===== src/hw/rtl/fat12ca_pkg.sv =====
// Shared constants, codes and control types of the FAT12 cluster chain allocator.
package fat12ca_pkg;

  localparam int TABLE_ENTRIES = 4096;
  localparam int CLUSTER_BYTES = 512;

  localparam int IDX_W    = $clog2(TABLE_ENTRIES);
  localparam int CB_SHIFT = $clog2(CLUSTER_BYTES);
  localparam int CL_W     = 12;
  localparam int VAL_W    = 12;
  localparam int LEN_W    = 24;
  localparam int KIND_W   = 2;
  localparam int NEED_W   = LEN_W + 1 - CB_SHIFT;

  localparam logic [VAL_W-1:0] END_MARK      = 12'hFFF;
  localparam logic [CL_W-1:0]  HIGHEST_RESET = 12'd2838;
  localparam logic [IDX_W-1:0] FIRST_DATA    = IDX_W'(2);

  typedef enum logic [KIND_W-1:0] {
    KIND_READ  = 2'd0,
    KIND_WRITE = 2'd1,
    KIND_ALLOC = 2'd2
  } kind_t;

  typedef enum logic [2:0] {
    ST_CLEAR,
    ST_IDLE,
    ST_DISPATCH,
    ST_RD_DONE,
    ST_COUNT,
    ST_LINK,
    ST_FINISH,
    ST_RESP
  } state_t;

  typedef struct packed {
    logic accept;
    logic rd_cluster;
    logic capture_read;
    logic op_write;
    logic scan_start;
    logic scan_step;
    logic link;
    logic set_full;
    logic mark_end;
    logic clear;
    logic load_out;
  } cmd_t;

  typedef struct packed {
    kind_t kind;
    logic  need_zero;
    logic  range_empty;
    logic  scan_done;
    logic  enough;
    logic  out_free;
    logic  clear_last;
  } status_t;

endpackage


===== src/hw/rtl/fat12ca_ctrl.sv =====
// Sequencer of the allocator: clearing pass, item dispatch, two-pass allocation scan.
module fat12ca_ctrl (
  input  logic                 clk,
  input  logic                 rst_n,
  input  logic                 in_valid,
  output logic                 in_stall,
  input  fat12ca_pkg::status_t sts,
  output fat12ca_pkg::cmd_t    cmd
);
  import fat12ca_pkg::*;

  state_t state_r, state_nxt;

  always_ff @(posedge clk) begin
    if (!rst_n) begin
      state_r <= ST_CLEAR;
    end else begin
      state_r <= state_nxt;
    end
  end

  always_comb begin
    state_nxt = state_r;
    cmd       = '0;
    in_stall  = (state_r != ST_IDLE);
    case (state_r)
      ST_CLEAR: begin
        cmd.clear = 1'b1;
        if (sts.clear_last) begin
          state_nxt = ST_IDLE;
        end
      end
      ST_IDLE: begin
        if (in_valid) begin
          cmd.accept = 1'b1;
          state_nxt  = ST_DISPATCH;
        end
      end
      ST_DISPATCH: begin
        case (sts.kind)
          KIND_READ: begin
            cmd.rd_cluster = 1'b1;
            state_nxt      = ST_RD_DONE;
          end
          KIND_WRITE: begin
            cmd.op_write = 1'b1;
            state_nxt    = ST_RESP;
          end
          KIND_ALLOC: begin
            if (sts.need_zero) begin
              state_nxt = ST_RESP;
            end else if (sts.range_empty) begin
              cmd.set_full = 1'b1;
              state_nxt    = ST_RESP;
            end else begin
              cmd.scan_start = 1'b1;
              state_nxt      = ST_COUNT;
            end
          end
          default: begin
            state_nxt = ST_RESP;
          end
        endcase
      end
      ST_RD_DONE: begin
        cmd.capture_read = 1'b1;
        state_nxt        = ST_RESP;
      end
      ST_COUNT: begin
        cmd.scan_step = 1'b1;
        if (sts.scan_done) begin
          if (sts.enough) begin
            // rewind the scan for the linking pass
            cmd.scan_start = 1'b1;
            state_nxt      = ST_LINK;
          end else begin
            cmd.set_full = 1'b1;
            state_nxt    = ST_RESP;
          end
        end
      end
      ST_LINK: begin
        cmd.scan_step = 1'b1;
        cmd.link      = 1'b1;
        if (sts.scan_done) begin
          state_nxt = ST_FINISH;
        end
      end
      ST_FINISH: begin
        cmd.mark_end = 1'b1;
        state_nxt    = ST_RESP;
      end
      ST_RESP: begin
        if (sts.out_free) begin
          cmd.load_out = 1'b1;
          state_nxt    = ST_IDLE;
        end
      end
      default: begin
        state_nxt = ST_IDLE;
      end
    endcase
  end

endmodule


===== config.mk =====
export PLATFORM = sky130hd
export DESIGN_NAME = fat12ca_ctrl
export DESIGN_NICKNAME = d
export VERILOG_FILES = /design/src/hw/rtl/fat12ca_pkg.sv /design/src/hw/rtl/fat12ca_ctrl.sv
export SDC_FILE = /design/constraint.sdc
export NUM_CORES = 1
export LEC_CHECK = 0
export ABC_AREA = 1
export BUFFER_PORTS_ARGS = -buffer_cell sky130_fd_sc_hd__buf_2
export CAP_MARGIN = 10
export CORE_MARGIN = 2
export CORE_UTILIZATION = 25
export DETAILED_ROUTE_END_ITERATION = 12
export GPL_ROUTABILITY_DRIVEN = 0
export GPL_TIMING_DRIVEN = 1
export HOLD_SLACK_MARGIN = 0.03
export SYNTH_ARGS = -nofsm -noshare
export SYNTH_HDL_FRONTEND = slang
export SYNTH_SLANG_ARGS = --single-unit

===== constraint.sdc =====
create_clock -name clk -period 1.6 [get_ports clk]
set_clock_uncertainty 0.2 [all_clocks]
set_input_delay 0.32 -clock clk [delete_from_list [all_inputs] [get_ports clk]]
set_output_delay 0.32 -clock clk [all_outputs]
set_load 0.005 [all_outputs]

Word level (Yosys, flattened, before mapping)

Cells that the tools add are included.

Register bits after elaboration: 3
Word-level logic and storage cells: 56
Output and inout port bits: 12
Input bits: 11

Equality and inequality tests: 15
Reduce and logical (&&, ||, !) cells: 5
Muxes and demuxes: 35

Operators by type and width:

| kind               | count |
|---|---|
| $mux 1             | 23 |
| $pmux 3 s7         | 1 |
| $mux 3             | 6 |
| $eq 3x3->1 const B | 4 |
| $ne 2x2->1 const B | 5 |
| $eq 3x2->1 const B | 2 |
| $pmux 3 s2         | 1 |
| $reduce_and 5->1   | 1 |
| $mux 2             | 2 |
| $pmux 1 s2         | 2 |
| $reduce_or 2->1    | 2 |
| $eq 3x1->1 const B | 1 |
| $logic_not 3->1    | 1 |
| $ne 3x1->1 const B | 1 |
| $eq 2x1->1 const B | 1 |
| $eq 2x2->1 const B | 1 |
| $logic_not 2->1    | 1 |

Logic depth before layout (Yosys ltp)

Gate-level depths: netlist of run 1.

Word-level depth: 4
Gate-level depth with buffers: 9
Gate-level depth less buffers: 8

Worst setup path after synthesis of run 1

No wires, ideal clock.

Path type: reg2out
Start: register state_r[1]
End: output cmd[7] in the netlist's numbering
Cell stages (with the launch flop): 5
Buffers on the path: 0
Data required time: 1.080 ns
Arrival: 0.899 ns
Setup slack: 0.181 ns
Cells stage by stage: dfxtp_1 inv_2 nor3_2 inv_1 nor3_1

RTL lines:

| what                   | line               | RTL |
|---|---|---|
| from (decl)            | fat12ca_ctrl.sv:12 | `state_t state_r, state_nxt;` |
| from (signal assigned) | fat12ca_ctrl.sv:18 | `state_r <= state_nxt;` |
| to (decl)              | fat12ca_ctrl.sv:8  | `output fat12ca_pkg::cmd_t cmd` |

==> results.md, run 1 <==
### Critical path
• **maximum single-stage delay on the critical path** 0.38 ns
• **class of the most critical setup path** reg -> out
• **critical path endpoint category** primary output
• **number of cells on the critical path** 4
• **kind of cell adding the most delay to the critical path** flip-flops
• **critical path cell sequence** nor3_4 > nand2_1 > o31ai_1 > buf_2
• **critical path buffer and inverter count** 1
• **CP Data Required Time** 1.08 ns
• **FF-to-FF path depth** 9
• **largest fanout on the critical path** 8
• **minimum setup slack among reg-to-reg paths** -0.02 ns
• **worst endpoint data arrival time** 1.15 ns
• **kind of start point of the critical path** register
• **cell with the largest stage delay on the worst path** dfxtp_4

### Yosys
• **flip-flop and latch count after synthesis** 3
• **sequential element share of the synthesized area** 0.145
• **number of instances in the synthesized netlist** 78
• **Cell Area, Synth** 414 sq um
• **biggest area contributors in the synthesized netlist** inv_1, nand2_1, dfxtp_1
• **Warnings, synthesis** 0
• **number of different library cells in the post-synthesis netlist** 18
• **syn_area_per_cell** 5.31 sq um
• **biggest area consumer among synthesized cells** inv_1
• **fraction of synthesized cell area taken by the top area cell type** 0.163
• **Syn Nets** 89

### Drt
• **via count** 583
• **DRC violation count after routing** 0
• **routed wire length** 1270 microns
• **routed length per placed instance** 10.0 microns
• **Final ANT Viol Nets** 0
• **number of iterations in the first detailed-routing pass** 4
• **drt initial violations** 21
• **average via count per standard cell** 4.59

### Timing
• **unrepaired setup endpoints after global routing** true
• **Hold Vio Cnt, Final** 0
• **final count of pins violating max slew** 0
• **transition at the pin with the smallest max-transition slack** 0.171 ns
• **final critical-path required period** 1.67 ns
• **final worst slack** -0.0688 ns
• **part of the cycle the worst path needs** 1.04
• **maximum achievable frequency** 599 MHz
• **relative max-transition margin** 0.885
• **number of endpoints failing setup at the final stage** 8

### Status
• **violations in the final reports** negative setup slack
• **result of the run** finished, violations left

### Placed design
• **count of buffers from port buffering** 22
• **DP Wirelength** 955 microns
• **placed cells** 117
• **Setup WS pre-CTS** 0.0758 ns

### Floorplanning
• **Die X-Extent** 44.7 microns
• **placeable core region** 1520 sq um
• **die outline area** 2000 sq um
• **number of ports placed on the die boundary** 23
• **initial standard-cell utilization of the core** 0.272
• **Die Y-Extent** 44.7 microns
• **cell row count** 14

### Clocking
• **H-Tree Depth** 1
• **clock tree from TritonCTS** yes
• **cts hold-fix bufs** 0
• **number of buffers between clock root and the deepest sink** 2
• **later-pin clock latency in the skew report** 0.24 ns
• **clock root buffer** clkbuf_4
• **Sinks on Clock Net** 3
• **total clock buffers created by CTS** 3
• **clock-pin slew reported for the worst setup and hold paths after clock tree synthesis** 0.04 ns

### Global routing
• **leftover overflow at the end of global routing** 0
• **overall routing resource usage** 0.138
• **maximum number of pins on one net before global-route repair** 11
• **peak-usage layer in the global routing report** met2
• **fraction of met1 tracks used by global routing** 0.158
• **first-pass GRT wire length** 2020 microns
• **met3 track demand over resource in global routing** 0.0160
• **fraction of met2 tracks used by global routing** 0.246
• **number of global-route vias before repair** 532
• **initial antenna violation count** 0

### Layout
• **fillcell total** 175
• **growth of design area from synthesis to finish** 61.9%
• **number of nets in the final layout** 123
• **leading cell type in the layout, fill and taps excluded** buf_2
• **largest registers** state_r (3)
• **fraction of layout instances using a drive strength above 1** 0.459
• **Antenna diodes** 0
• **commonest cells after routing, fill and taps aside** buf_2, inv_1, nand2_1
• **share of the core filled with cells in the final layout** 0.440
• **largest reg by FF count** state_r
• **area of the multi-input gates** 298 sq um
• **flip-flop count of the largest register, all copies and words added** 3
• **Sequential Area** 71.3 sq um
• **Non-Filler Instances** 127

### Power and ir drop
• **VDD IR-drop max** 0.716 mV
• **cell leakage power** 0.398 nW
• **total design power** 1.04 mW
• **power density over the cells** 1550 nW/um^2

### Hold path
• **Hold Path Stages** 3
• **class of the tightest hold or removal check** in -> reg

### Job
• **Max Cap Violations** 0

-- layout make-up --
class,count,share of cell area
multi-input combinational,54,0.444
clock buffer,4,0.0392
tap,16,0.0299
timing repair buffer,31,0.271
inverter,19,0.110
sequential,3,0.106
-- synth_stat cells --
cell type	number
inv_1	18
nand2_1	17
nand3_1	10
nor2_1	10
dfxtp_1	3
nand2_2	3
nor2_2	3
nor3_1	3
nand4_1	2
a21oi_2	1
buf_4	1
buf_6	1
inv_2	1
nand3b_1	1
nor3_2	1
o21a_1	1
o22ai_1	1
o31ai_1	1
-- where the power goes --
part / leakage (nW) / internal [mW] / switching, mW
clock: 0.0150 / 0.0936 / 0.0410
combinational: 0.357 / 0.317 / 0.383
sequential: 0.0267 / 0.129 / 0.0760
-- cells by family after synthesis --
logic type | Yosys count | synth area share
buf+inv | 21 | 0.218
flops | 3 | 0.145
simple gates | 50 | 0.565
compound gates | 4 | 0.0725
-- what timing repair did --
action	in CTS	in global routing
pin swaps	0	1
resized for setup	12	6
buffers inserted	4	2
endpoints found under the setup margin	11	12
-- worst register-to-register path, delay by kind of cell, from the launching register on --
kind | cells | cell delay (ns)
simple gates | 6 | 0.56
buf+inv | 3 | 0.38
flops | 1 | 0.38
-- per-layer routing --
metal  routed length, microns  share of wire  vias to the layer above
met5                        0              0                        -
met3                       40          0.031                        0
li1                         -              -                      309
met1                      535           0.42                      263
met4                        0              0                        0
met2                      694           0.55                       11
-- through the flow --
step / TNS (ns) / hold slack, ns / area, sq um
CTS: -0.259 / 0.112 / 643
global placement: 0 / 0.365 / 548
detailed placement: 0 / 0.368 / 548
finish: -0.287 / 0.115 / 671
floorplan: 0 / 0.241 / 414
global route: -0.872 / 0.131 / 671
-- worst paths after layout --
kind                end        from
max              cmd[6]  state_r[0]
min reg2reg  state_r[1]  state_r[0]
min          state_r[0]       rst_n
max reg2reg  state_r[0]  state_r[0]
No activity file was read; power rests on OpenSTA's default activity.
==> run 2, diff against run 1 <==
--- a/config.mk
+++ b/config.mk
@@ -10,6 +10,7 @@
 export CAP_MARGIN = 10
 export CORE_MARGIN = 2
 export CORE_UTILIZATION = 25
+export CTS_BUF_LIST = sky130_fd_sc_hd__clkbuf_4 sky130_fd_sc_hd__clkbuf_8
 export DETAILED_ROUTE_END_ITERATION = 12
 export GPL_ROUTABILITY_DRIVEN = 0
 export GPL_TIMING_DRIVEN = 1
==> results.md, run 2 (synthesis results as in run 1) <==
### Status
• **result of the run** finished, violations left
• **violations in the final reports** negative setup slack

### Critical path
• **CP Data Required Time** 1.08 ns, about the same
• **worst setup path startpoint** state_r[0]
• **largest fanout on the critical path** 8, unchanged
• **worst endpoint data arrival time** 1.15 ns, about the same
• **critical path cell sequence** nor3_4 > nand2_1 > o31ai_1 > buf_2
• **kind of cell adding the most delay to the critical path** flip-flops
• **critical path buffer and inverter count** 1, unchanged
• **cell with the largest stage delay on the worst path** dfxtp_4
• **class of the most critical setup path** reg -> out
• **R2R Path Start** state_r[0]
• **critical path endpoint category** primary output
• **kind of start point of the critical path** register
• **maximum single-stage delay on the critical path** 0.37 ns, about the same

### Placed design
• **placed cells** 117, unchanged
• **Setup WS pre-CTS** 0.0758 ns, unchanged
• **DP Wirelength** 955 microns, unchanged
• **post-place instance area** 548 sq um, unchanged
• **count of buffers from port buffering** 22, unchanged

### Layout
• **leading cell type in the layout, fill and taps excluded** buf_2
• **commonest cells after routing, fill and taps aside** buf_2, inv_1, nand2_1
• **area of the multi-input gates** 298 sq um, unchanged
• **growth of design area from synthesis to finish** 63.7%
• **fillcell total** 174, -0.57%
• **share of the core filled with cells in the final layout** 0.445, +0.00493
• **number of nets in the final layout** 123, unchanged
• **fraction of layout instances using a drive strength above 1** 0.468, +0.00901
• **final non-filler cell area** 678 sq um, +1.1%
• **Antenna diodes** 0, unchanged
• **Sequential Area** 71.3 sq um, unchanged
• **flip-flop count of the largest register, all copies and words added** 3, unchanged
• **largest registers** state_r (3)
• **Non-Filler Instances** 127, unchanged
• **largest reg by FF count** state_r

### Drt
• **drt initial violations** 26, +24%
• **average via count per standard cell** 4.61, +0.34%
• **routed wire length** 1270 microns, +0.31%
• **DRC violation count after routing** 0, unchanged
• **routed length per placed instance** 10.0 microns, +0.31%
• **number of iterations in the first detailed-routing pass** 4, unchanged
• **via count** 585, +0.34%
• **Final ANT Viol Nets** 0, unchanged

### Clocking
• **clock root buffer** clkbuf_4
• **clock tree from TritonCTS** yes
• **Sinks on Clock Net** 3, unchanged
• **total clock buffers created by CTS** 3, unchanged
• **H-Tree Depth** 1, unchanged
• **later-pin clock latency in the skew report** 0.23 ns, about the same
• **clock-pin slew reported for the worst setup and hold paths after clock tree synthesis** 0.04 ns, about the same
• **number of buffers between clock root and the deepest sink** 2, unchanged

### Timing
• **Hold Vio Cnt, Final** 0, unchanged
• **Fin Hold WS** 0.118 ns, +0.00352 ns
• **total negative slack** -0.254 ns, +0.0326 ns
• **maximum achievable frequency** 601 MHz, +0.23%
• **final critical-path required period** 1.67 ns, -0.00379 ns
• **transition at the pin with the smallest max-transition slack** 0.171 ns, +0.00000250 ns
• **final worst slack** -0.0651 ns, +0.00379 ns
• **number of endpoints failing setup at the final stage** 7, -1
• **final count of pins violating max slew** 0, unchanged
• **unrepaired setup endpoints after global routing** true
• **relative max-transition margin** 0.885, about the same
• **part of the cycle the worst path needs** 1.04, -0.00237

### Power and ir drop
• **cell leakage power** 0.403 nW, +1.1%
• **total design power** 1.06 mW, +1.9%
• **VDD IR-drop max** 0.717 mV, +0.15%
• **power density over the cells** 1560 nW/um^2, +0.74%

### Floorplanning
• **number of ports placed on the die boundary** 23, unchanged
• **die outline area** 2000 sq um, unchanged
• **Die X-Extent** 44.7 microns, unchanged
• **placeable core region** 1520 sq um, unchanged
• **Die Y-Extent** 44.7 microns, unchanged
• **initial standard-cell utilization of the core** 0.272, unchanged
• **cell row count** 14, unchanged

### Global routing
• **first-pass GRT wire length** 1990 microns, -1.3%
• **initial antenna violation count** 0, unchanged
• **maximum number of pins on one net before global-route repair** 11, unchanged
• **overall routing resource usage** 0.136, -0.00166
• **leftover overflow at the end of global routing** 0, unchanged
• **number of global-route vias before repair** 533, +0.19%

### Job
• **Max Cap Violations** 0, unchanged

### Hold path
• **Worst Hold Launch** rst_n
• **class of the tightest hold or removal check** in -> reg

run 2: worst paths after layout:
path,endpoint,slack [ns],cells past startpoint
max,cmd[6],-0.07,4
min,state_r[0],0.12,3
max reg2reg,state_r[0],-0.02,9
min reg2reg,state_r[1],0.44,2
run 2: area by class of cell:
class,instances,share of cell area
inverters,19,0.109
flip-flops and latches,3,0.105
repair buffers,31,0.273
multi-input cells,54,0.439
clock buffers,4,0.0443
well taps,16,0.0295
run 2: timing repair:
item | 4_1_cts | 5_1_grt
pin swaps | 0 | 1
gates resized for setup | 11 | 8
setup buffers | 4 | 2
hold buffers | 0 | 0
setup endpoints to repair | 11 | 12
run 2: worst register-to-register path, delay by kind of cell (launching register included):
family        cells  cell delay [ns]
buf+inv           3             0.38
flops             1             0.37
simple gates      6             0.56
run 2: power by group:
group	total, mW	internal (mW)	switching (mW)
clock network	0.150	0.110	0.0394
logic	0.703	0.322	0.381
registers	0.206	0.129	0.0770
run 2: routing by layer:
metal,global-route usage,vias to the layer above,share of wire
met4,0.0727,0,0
li1,-,306,-
met1,0.158,260,0.42
met2,0.241,19,0.54
met3,0.0160,0,0.039
met5,0,-,0
==> run 3, diff against run 2 <==
--- a/config.mk
+++ b/config.mk
@@ -5,13 +5,12 @@
 export SDC_FILE = /design/constraint.sdc
 export NUM_CORES = 1
 export LEC_CHECK = 0
-export ABC_AREA = 1
 export BUFFER_PORTS_ARGS = -buffer_cell sky130_fd_sc_hd__buf_2
 export CAP_MARGIN = 10
-export CORE_MARGIN = 2
-export CORE_UTILIZATION = 25
+export CORE_AREA = 2 2 39 41
 export CTS_BUF_LIST = sky130_fd_sc_hd__clkbuf_4 sky130_fd_sc_hd__clkbuf_8
 export DETAILED_ROUTE_END_ITERATION = 12
+export DIE_AREA = 0 0 41 43
 export GPL_ROUTABILITY_DRIVEN = 0
 export GPL_TIMING_DRIVEN = 1
 export HOLD_SLACK_MARGIN = 0.03
==> constraint.sdc (replaced) <==
create_clock -name clk -period 1.6 [get_ports clk]
set_clock_uncertainty 0.2 [all_clocks]
set_input_delay 0.32 -clock clk [delete_from_list [all_inputs] [get_ports clk]]
set_output_delay 0.32 -clock clk [all_outputs]
set_load 0.1 [all_outputs]
==> results.md, run 3 <==
### Status
• **result of the run** finished, violations left
• **violations in the final reports** negative setup slack

### Yosys
• **top_reg_cell synth** dfxtp_1
• **number of flops mapped to enable cells by yosys** 0, unchanged
• **fraction of synthesized cell area taken by the top area cell type** 0.191, +0.0281
• **biggest area consumer among synthesized cells** dfxtp_1
• **number of instances in the synthesized netlist** 44, -44%
• **most repeated cell in the gate-level netlist after synthesis** nor2_1
• **Syn Nets** 55, -38%
• **share of flip-flops with an asynchronous set or reset after synthesis** 0, unchanged
• **flip-flop and latch count after synthesis** 3, unchanged
• **Cell Area, Synth** 314 sq um, -24%
• **biggest area contributors in the synthesized netlist** dfxtp_1, or3b_4, mux2i_1
• **syn_area_per_cell** 7.14 sq um, +34%
• **sequential element share of the synthesized area** 0.191, +0.0462
• **number of different library cells in the post-synthesis netlist** 23, +5
• **top post-synthesis cells by count** nor2_1, inv_1
• **Warnings, synthesis** 0, unchanged

### Hold path
• **class of the tightest hold or removal check** in -> reg
• **Hold Path End** state_r[1]
• **Worst Hold Launch** rst_n
• **Hold Path Stages** 2, -1

### Critical path
• **endpoint of the worst register-to-register path** state_r[0]
• **kind of start point of the critical path** register
• **CP Data Required Time** 1.08 ns, about the same
• **FF-to-FF path depth** 6, -3
• **R2R Path Start** state_r[2]
• **class of the most critical setup path** reg -> out
• **worst endpoint data arrival time** 1.48 ns, +0.33 ns
• **critical path endpoint category** primary output
• **largest fanout on the critical path** 5, -3
• **minimum setup slack among reg-to-reg paths** 0.02 ns, +0.04 ns

### Layout
• **fraction of layout instances using a drive strength above 1** 0.774, +0.305
• **leading cell type in the layout, fill and taps excluded** buf_12
• **Antenna diodes** 0, unchanged
• **largest reg by FF count** state_r
• **final non-filler cell area** 936 sq um, +38%
• **flip-flop count of the largest register, all copies and words added** 3, unchanged
• **growth of design area from synthesis to finish** 198%
• **number of nets in the final layout** 96, -22%
• **Non-Filler Instances** 100, -21%
• **largest registers** state_r (3)
• **commonest cells after routing, fill and taps aside** buf_12, buf_4, buf_2

### Floorplanning
• **Die Y-Extent** 43 microns, -3.8%
• **cell row count** 14, unchanged
• **initial standard-cell utilization of the core** 0.227, -0.0448
• **Die X-Extent** 41 microns, -8.3%
• **placeable core region** 1380 sq um, -9.2%
• **number of ports placed on the die boundary** 23, unchanged
• **die outline area** 1760 sq um, -12%

### Timing
• **number of endpoints failing setup at the final stage** 12, +5
• **transition at the pin with the smallest max-transition slack** 0.234 ns, +0.0626 ns
• **final critical-path required period** 2.00 ns, +0.331 ns
• **part of the cycle the worst path needs** 1.25, +0.207
• **final worst slack** -0.396 ns, -0.331 ns
• **Hold Vio Cnt, Final** 0, unchanged
• **maximum achievable frequency** 501 MHz, -17%
• **relative max-transition margin** 0.842, -0.0432
• **final count of pins violating max slew** 0, unchanged
• **unrepaired setup endpoints after global routing** true

### Clocking
• **H-Tree Depth** 1, unchanged
• **clock root buffer** clkbuf_4
• **clock-pin slew reported for the worst setup and hold paths after clock tree synthesis** 0.04 ns, about the same
• **later-pin clock latency in the skew report** 0.24 ns, about the same
• **total clock buffers created by CTS** 3, unchanged
• **clock tree from TritonCTS** yes
• **number of buffers between clock root and the deepest sink** 2, unchanged
• **Sinks on Clock Net** 3, unchanged

### Drt
• **Final ANT Viol Nets** 0, unchanged
• **routed length per placed instance** 12.4 microns, +24%
• **routed wire length** 1240 microns, -2.6%
• **number of iterations in the first detailed-routing pass** 4, unchanged
• **average via count per standard cell** 4.94, +7.2%
• **drt initial violations** 9, -65%
• **via count** 494, -16%
• **DRC violation count after routing** 0, unchanged

### Power and ir drop
• **Reg power frac** 0.069, -0.126
• **fraction of power consumed by the clock network** 0.091, -0.050
• **switching share of total power** 0.522, +0.0520
• **VDD IR-drop max** 1.09 mV, +51%
• **reported net switching power** 0.896 mW, +80%
• **cell leakage power** 0.407 nW, +1.0%
• **power density over the cells** 1830 nW/um^2, +17%
• **share of power burned in combinational logic** 0.839, +0.175
• **Internal Pwr Total** 0.821 mW, +46%

### Placed design
• **DP Wirelength** 835 microns, -13%
• **post-place instance area** 792 sq um, +45%
• **Setup WS pre-CTS** -0.282 ns, -0.358 ns
• **placed cells** 90, -23%
• **count of buffers from port buffering** 22, unchanged

### Global routing
• **number of global-route vias before repair** 500, -6.2%
• **overall routing resource usage** 0.170, +0.0339
• **first-pass GRT wire length** 2010 microns, +1.0%
• **initial antenna violation count** 0, unchanged
• **maximum number of pins on one net before global-route repair** 9, -2
• **leftover overflow at the end of global routing** 0, unchanged

### Job
• **Max Cap Violations** 0, unchanged

run 3: cell types whose count changed after synthesis, sizes merged, moves of 3 or more:
cell and change:
nor2 -8, nand3 -9, and3 +3, nand2 -18
inv -15
run 3: power groups by stage:
stage / sequential, mW / clock (mW) / combinational (mW)
after floorplan: 0.132 / 0 / 0.819
after global placement: 0.118 / 0 / 1.24
after detailed placement: 0.119 / 0 / 1.25
after CTS: 0.120 / 0.160 / 1.42
after global routing: 0.123 / 0.161 / 1.50
final: 0.119 / 0.156 / 1.44
run 3: worst max path at each step:
stage / from / end / slack, ns
after floorplan: state_r[1] / cmd[3] / -0.66
after global placement: sts[7] / cmd[6] / -0.27
after detailed placement: sts[7] / cmd[6] / -0.28
after CTS: state_r[2] / cmd[9] / -0.41
after global routing: state_r[0] / cmd[9] / -0.43
final: state_r[2] / cmd[9] / -0.40
run 3: layer usage:
metal,global-route usage,share of wire,wire length [microns],up-vias
li1,-,-,-,242
met1,0.171,0.34,417,227
met2,0.294,0.59,738,21
met3,0.0366,0.056,69,4
met4,0.100,0.011,14,0
met5,0,0,0,-
run 3: repair_timing:
item	in CTS	in global routing
hold buffers	0	0
resized for setup	19	0
pin swaps	9	2
endpoints found under the setup margin	13	14
setup buffers	6	1
run 3: cell families (layout without fill, tap and decap cells):
family / count (synthesis) / after routing / share of synthesized area
multiplexers: 2 / 2 / 0.0637
buffers and inverters: 6 / 46 / 0.0956
AND/OR/NAND/NOR: 23 / 23 / 0.426
flip-flops: 3 / 3 / 0.191
AO/OA/AOI/OAI: 10 / 10 / 0.223
run 3: layout make-up:
class / instances / area (sq um)
inverters: 4 / 20.0
flip-flops and latches: 3 / 65.1
clock buffers: 4 / 30.0
well taps: 16 / 20.0
repair buffers: 38 / 435
multi-input cells: 35 / 365
fillers: 97 / 448
run 3: critical path: stages, from the launching register on:
cell	delay, ns
dfxtp_4	0.33
or3b_4	0.43
buf_6	0.14
nor3_4	0.14
buf_12	0.20
run 3: metrics by stage:
stage          utilization  setup TNS [ns]  hold slack, ns  total power [mW]
6_report             0.676           -2.83           0.154              1.72
5_1_grt              0.676           -3.34           0.161              1.79
4_1_cts              0.679           -3.10           0.141              1.70
3_5_place_dp         0.572           -1.27           0.402              1.37
3_3_place_gp         0.572           -1.20           0.400              1.36
2_1_floorplan            -           -3.75           0.251             0.950
